$ cat src/hdl/lslc_pkg.sv
// Package for the largest single-linkage cluster block.
// Holds item and point structs, controller states, datapath commands and status.
// No dependencies.
package lslc_pkg;

    localparam int COORD_W        = 16;
    localparam int EXTRA_W        = 16;
    localparam int DIST_W         = 36;
    localparam int MAX_POINTS_DEF = 64;

    localparam logic [DIST_W-1:0] DIST_INF   = '1;
    localparam logic [DIST_W-1:0] DIST_SAT   = DIST_INF - 1'b1;
    localparam logic [DIST_W-1:0] THR_RESET  = DIST_W'(65536);

    typedef struct packed {
        logic signed [COORD_W-1:0] coord_x;
        logic signed [COORD_W-1:0] coord_y;
        logic signed [COORD_W-1:0] coord_z;
        logic signed [EXTRA_W-1:0] extra_value;
        logic                      last_point;
    } t_in_item;

    typedef struct packed {
        logic signed [COORD_W-1:0] out_x;
        logic signed [COORD_W-1:0] out_y;
        logic signed [COORD_W-1:0] out_z;
        logic signed [EXTRA_W-1:0] out_extra;
        logic                      is_empty;
        logic                      last_out;
    } t_out_item;

    typedef struct packed {
        logic signed [COORD_W-1:0] x;
        logic signed [COORD_W-1:0] y;
        logic signed [COORD_W-1:0] z;
        logic signed [EXTRA_W-1:0] e;
    } t_point;

    typedef enum logic [4:0] {
        ST_LOAD,
        ST_B_ROW, ST_B_LATCH, ST_B_RD, ST_B_MUL, ST_B_ACC, ST_B_END,
        ST_M_INIT, ST_M_RD, ST_M_CMP, ST_M_CHK,
        ST_M_SZA, ST_M_SZB, ST_M_SZC, ST_M_SZD, ST_M_NA,
        ST_M_LRD, ST_M_LWR,
        ST_M_JR, ST_M_JE, ST_M_JW2, ST_M_JW3, ST_M_JW4, ST_M_FIN,
        ST_O_INIT, ST_O_RD, ST_O_USE, ST_O_LAST
    } t_state;

    typedef enum logic [4:0] {
        OP_NONE, OP_LOAD,
        OP_B_ROW, OP_B_LATCH, OP_B_RD, OP_B_MUL, OP_B_ACC, OP_B_END,
        OP_M_INIT, OP_M_RD, OP_M_CMP,
        OP_M_SZA, OP_M_SZB, OP_M_SZC, OP_M_SZD, OP_M_NA,
        OP_M_LRD, OP_M_LWR,
        OP_M_JR, OP_M_JE, OP_M_JW2, OP_M_JW3, OP_M_JW4, OP_M_FIN,
        OP_O_INIT, OP_O_RD, OP_O_USE, OP_O_LAST
    } t_op;

    typedef struct packed {
        t_op op;
    } t_dp_cmd;

    typedef struct packed {
        logic row_last;
        logic col_last;
        logic stop;
        logic best_zero;
    } t_dp_status;

endpackage

$ cat src/hdl/lslc_ctrl.sv
// Controller state machine for the largest single-linkage cluster block.
// Sequences load, matrix build, merge and output sweeps; depends on lslc_pkg.
module lslc_ctrl (
    input  logic                i_clk,
    input  logic                i_rst_n,
    input  logic                start,
    input  logic                i_last_point,
    input  lslc_pkg::t_dp_status i_status,
    output lslc_pkg::t_dp_cmd   o_cmd,
    output logic                busy
);
    import lslc_pkg::*;

    t_state r_state, n_state;

    always_ff @(posedge i_clk) begin
        if (!i_rst_n) begin
            r_state <= ST_LOAD;
        end else begin
            r_state <= n_state;
        end
    end

    always_comb begin
        n_state  = r_state;
        o_cmd.op = OP_NONE;
        busy     = 1'b1;
        unique case (r_state)
            ST_LOAD: begin
                busy = 1'b0;
                if (start) begin
                    o_cmd.op = OP_LOAD;
                    if (i_last_point) n_state = ST_B_ROW;
                end
            end
            ST_B_ROW: begin
                o_cmd.op = OP_B_ROW;
                n_state  = ST_B_LATCH;
            end
            ST_B_LATCH: begin
                o_cmd.op = OP_B_LATCH;
                n_state  = ST_B_RD;
            end
            ST_B_RD: begin
                o_cmd.op = OP_B_RD;
                n_state  = ST_B_MUL;
            end
            ST_B_MUL: begin
                o_cmd.op = OP_B_MUL;
                n_state  = ST_B_ACC;
            end
            ST_B_ACC: begin
                o_cmd.op = OP_B_ACC;
                n_state  = i_status.col_last ? ST_B_END : ST_B_RD;
            end
            ST_B_END: begin
                o_cmd.op = OP_B_END;
                n_state  = i_status.row_last ? ST_M_INIT : ST_B_ROW;
            end
            ST_M_INIT: begin
                o_cmd.op = OP_M_INIT;
                n_state  = ST_M_RD;
            end
            ST_M_RD: begin
                o_cmd.op = OP_M_RD;
                n_state  = ST_M_CMP;
            end
            ST_M_CMP: begin
                o_cmd.op = OP_M_CMP;
                n_state  = i_status.row_last ? ST_M_CHK : ST_M_RD;
            end
            ST_M_CHK: begin
                n_state = i_status.stop ? ST_O_INIT : ST_M_SZA;
            end
            ST_M_SZA: begin
                o_cmd.op = OP_M_SZA;
                n_state  = ST_M_SZB;
            end
            ST_M_SZB: begin
                o_cmd.op = OP_M_SZB;
                n_state  = ST_M_SZC;
            end
            ST_M_SZC: begin
                o_cmd.op = OP_M_SZC;
                n_state  = ST_M_SZD;
            end
            ST_M_SZD: begin
                o_cmd.op = OP_M_SZD;
                n_state  = ST_M_NA;
            end
            ST_M_NA: begin
                o_cmd.op = OP_M_NA;
                n_state  = ST_M_LRD;
            end
            ST_M_LRD: begin
                o_cmd.op = OP_M_LRD;
                n_state  = ST_M_LWR;
            end
            ST_M_LWR: begin
                o_cmd.op = OP_M_LWR;
                n_state  = i_status.row_last ? ST_M_JR : ST_M_LRD;
            end
            ST_M_JR: begin
                o_cmd.op = OP_M_JR;
                n_state  = ST_M_JE;
            end
            ST_M_JE: begin
                o_cmd.op = OP_M_JE;
                n_state  = ST_M_JW2;
            end
            ST_M_JW2: begin
                o_cmd.op = OP_M_JW2;
                n_state  = ST_M_JW3;
            end
            ST_M_JW3: begin
                o_cmd.op = OP_M_JW3;
                n_state  = ST_M_JW4;
            end
            ST_M_JW4: begin
                o_cmd.op = OP_M_JW4;
                n_state  = i_status.col_last ? ST_M_FIN : ST_M_JR;
            end
            ST_M_FIN: begin
                o_cmd.op = OP_M_FIN;
                n_state  = ST_M_INIT;
            end
            ST_O_INIT: begin
                o_cmd.op = OP_O_INIT;
                n_state  = i_status.best_zero ? ST_LOAD : ST_O_RD;
            end
            ST_O_RD: begin
                o_cmd.op = OP_O_RD;
                n_state  = ST_O_USE;
            end
            ST_O_USE: begin
                o_cmd.op = OP_O_USE;
                n_state  = i_status.row_last ? ST_O_LAST : ST_O_RD;
            end
            ST_O_LAST: begin
                o_cmd.op = OP_O_LAST;
                n_state  = ST_LOAD;
            end
            default: begin
                n_state = ST_LOAD;
            end
        endcase
    end

endmodule

$ cat config.mk
export PLATFORM = sky130hd
export DESIGN_NAME = lslc_ctrl
export DESIGN_NICKNAME = d
export VERILOG_FILES = /design/src/hdl/lslc_pkg.sv /design/src/hdl/lslc_ctrl.sv
export SDC_FILE = /design/constraint.sdc
export NUM_CORES = 1
export LEC_CHECK = 0
export BUFFER_PORTS_ARGS = -buffer_cell sky130_fd_sc_hd__buf_2
export CAP_MARGIN = 20
export CORE_AREA = 2 2 39 41
export CTS_CLUSTER_DIAMETER = 50
export DETAILED_ROUTE_END_ITERATION = 12
export DIE_AREA = 0 0 41 43
export GPL_ROUTABILITY_DRIVEN = 0
export PLACE_DENSITY = 0.79
export SLEW_MARGIN = 10
export SYNTH_ARGS = -nofsm -noshare
export SYNTH_HDL_FRONTEND = slang
export SYNTH_SLANG_ARGS = --single-unit
$ cat constraint.sdc
create_clock -name i_clk -period 1.5 [get_ports i_clk]
set_input_delay 0 -clock i_clk [delete_from_list [all_inputs] [get_ports i_clk]]
set_output_delay 0 -clock i_clk [all_outputs]
set_load 0.02 [all_outputs]
==> run_results.csv <==
group,metric,value,unit
min_path,min_from,"i_rst_n",
route,drc_errors,0,
route,wl_per_cell,14.9,microns
cts,ctsHoldBuffers,0,
critical_path,worstPathArrival,1.58,ns
layout,top_regs,"r_state (5)",
critical_path,cp.buffers_inverters,1,
critical_path,slowest_stage,"or3b_2",
pwr,power.density,543,nW/um^2
critical_path,worst_path_largest_cell_delay,0.45,ns
timing,period_share,94.8,%
timing,fin_skew,0.00141,ns
critical_path,critPathCaptureType,"flop",
timing,fin_crit,1.42,ns
cts,cts_max_level,1,
layout,regMostFlops,"r_state",
cts,cts-root-buf,"clkbuf_4",
layout,largest_register_ffs,5,
synthesis,synth_seq_area_share,16.2,%
cts,cts_made_buffers,3,
route,dr.pass1.iters,4,
synthesis,syn_nets,102,
floorplan,die_area,1760,sq um
cts,cts_tree,"built",
timing,worstMarginPinSlew,0.337,ns
synthesis,synthTopCellsByArea,"dfxtp_1, o21ai_0, nor2_1",
critical_path,reg2reg_from,"r_state[2]",
floorplan,die_w,41,microns
timing,slew_violations,0,
layout,drive_above_1_share,36.3,%
critical_path,critPathLaunch,"r_state[2]",
global_route,grt_pass1_wl,2960,microns
timing,finalHoldViolations,0,
global_route,grt_max_degree,16,
job,max-cap-violations,0,
floorplan,coreArea,1380,sq um
synthesis,synthTopCellsByCount,"nor2_1, o21ai_0, a21oi_1",
global_route,grt_pass1_vias,739,
route,antenna_left,0,
layout,diodes,0,
route,post_drt_via_cell_ratio,6.45,
floorplan,die_y,43,microns
critical_path,crit_fanout,7,
timing,setup_viol,0,
pwr,p_total,435,uW
synthesis,synth_cells,94,
pwr,vdd_drop_max,0.391,mV
synthesis,synth_edf_count,0,
placement,portBuffers,13,
cts,clk_latency,0.25,ns
cts,cts.clk_slew.worst_paths,0.04,ns
layout,syn_to_final_growth,29.3,%
synthesis,yosys_register_bits,5,
synthesis,yosys.area.top_type_share,16.2,%
synthesis,yosys.area.top_type,"dfxtp_1",
timing,relSlewSlack,77.5,%
critical_path,worstSetupPathType,"reg -> reg",
synthesis,synth_cell_types,35,
global_route,grt_usage,24.3,%
critical_path,crit_path_cell_trace,"buf_4 > or3b_2 > a21oi_1 > o21ai_0 > a31oi_1",
timing,timing.fmax,0.703,GHz
layout,fill_cells,127,
synthesis,yosys_warnings,0,
synthesis,synth_area,619,sq um
route,drt-initial-drc-count,63,
layout,finalNetCount,122,
placement,placed_area,721,sq um
cts,cts_sinks,5,
pwr,p_leak,0.311,nW
cts,clock_path_buffers,2,
placement,dpl.hpwl,1340,microns
floorplan,ios,14,
synthesis,avgSynthCellArea,6.59,sq um
layout,stdcell_area,801,sq um
min_path,hold_class,"in -> reg",
global_route,grt_overflow,0,
route,drt-total-wl,1930,microns
route,vias,832,
floorplan,start_util,44.8,%
critical_path,cp_top_family,"simple AND/OR/NAND/NOR gates",
critical_path,start_kind,"flop",
run_status,outcome,"finished, final reports clean",
synthesis,yosysMostFrequentCell,"nor2_1",
critical_path,required,1.66,ns
synthesis,synth_async_sr_flop_share,0,%
floorplan,core.rowCount,14,
global_route,grt_antenna_before_repair,0,
synthesis,synthFlopType,"dfxtp_1",
through the flow:
| step | setup WS [ns] | instances | hold WS [ns] | utilization, % | setup TNS [ns] |
|---|---|---|---|---|---|
| 2_1_floorplan | 0.0889 | 94 | 0.169 | - | 0 |
| 3_3_place_gp | 0.104 | 123 | 0.315 | 52.1 | 0 |
| 3_5_place_dp | 0.0406 | 123 | 0.326 | 52.1 | 0 |
| 4_1_cts | 0.00574 | 127 | 0.0556 | 54.5 | 0 |
| 5_1_grt | -0.00554 | 129 | 0.0788 | 57.9 | -0.00554 |
| 6_report | 0.0783 | 129 | 0.0657 | 57.9 | 0 |
final timing paths:
| path | to | slack [ns] | depth (start not counted) |
|---|---|---|---|
| max | r_state[0] | 0.08 | 5 |
| min | r_state[3] | 0.07 | 3 |
| max reg2reg | r_state[0] | 0.08 | 5 |
| min reg2reg | r_state[1] | 0.62 | 2 |
power breakdown:
| group | switching, mW | internal [mW] |
|---|---|---|
| clock | 0.0604 | 0.101 |
| sequential | 0.0128 | 0.133 |
| combinational | 0.0704 | 0.0566 |
| total | 0.144 | 0.291 |
area by class of cell:
class	instances	area, sq um	area share (%)
multi-input cells	75	465	58.1
clock buffers	4	26.3	3.28
flip-flops and latches	5	116	14.5
well taps	16	20.0	2.50
inverters	5	18.8	2.34
repair buffers	24	154	19.2
layer usage:
layer / GRT usage, % / part of all wire (%) / vias to the layer above
li1: - / - / 390
met1: 28.4 / 39 / 376
met2: 36.3 / 49 / 56
met3: 9.42 / 8.9 / 10
met4: 13.3 / 3.3 / 0
met5: 0 / 0 / -
worst register-to-register path: cells and delay by family (launching register included):
| kind | cells | cell delay (ns) |
|---|---|---|
| flip-flops | 1 | 0.36 |
| AND/OR/NAND/NOR | 1 | 0.46 |
| AO/OA/AOI/OAI | 3 | 0.38 |
| buffers and inverters | 1 | 0.14 |
cell families after synthesis:
| kind of cell | after synthesis | synth area share (%) |
|---|---|---|
| buffers and inverters | 14 | 11.3 |
| flip-flops | 5 | 16.2 |
| AND/OR/NAND/NOR | 38 | 32.9 |
| AO/OA/AOI/OAI | 37 | 39.6 |
placed cells by master, fill, tap and decap left out, drive strengths merged, types with 2 or more instances in the layout:
| cell | count |
|---|---|
| a211o | 2 |
| a211oi | 2 |
| a21oi | 8 |
| a22oi | 2 |
| a31oi | 4 |
| and2 | 4 |
| buf | 24 |
| clkbuf | 4 |
| dfxtp | 5 |
| inv | 5 |
| nand2 | 4 |
| nand2b | 3 |
| nand3 | 2 |
| nor2 | 12 |
| nor2b | 3 |
| nor4 | 3 |
| o21ai | 9 |
| o21bai | 2 |
| or3b | 2 |
what timing repair did:
| action | CTS | global route |
|---|---|---|
| pin swaps | 0 | 1 |
| cloned | 0 | 0 |
| setup buffers | 0 | 2 |
| endpoints found under the hold margin | 0 | 0 |
| resized for setup | 5 | 12 |
| setup endpoints to repair | 4 | 4 |
(Power assumes the default switching activity.)
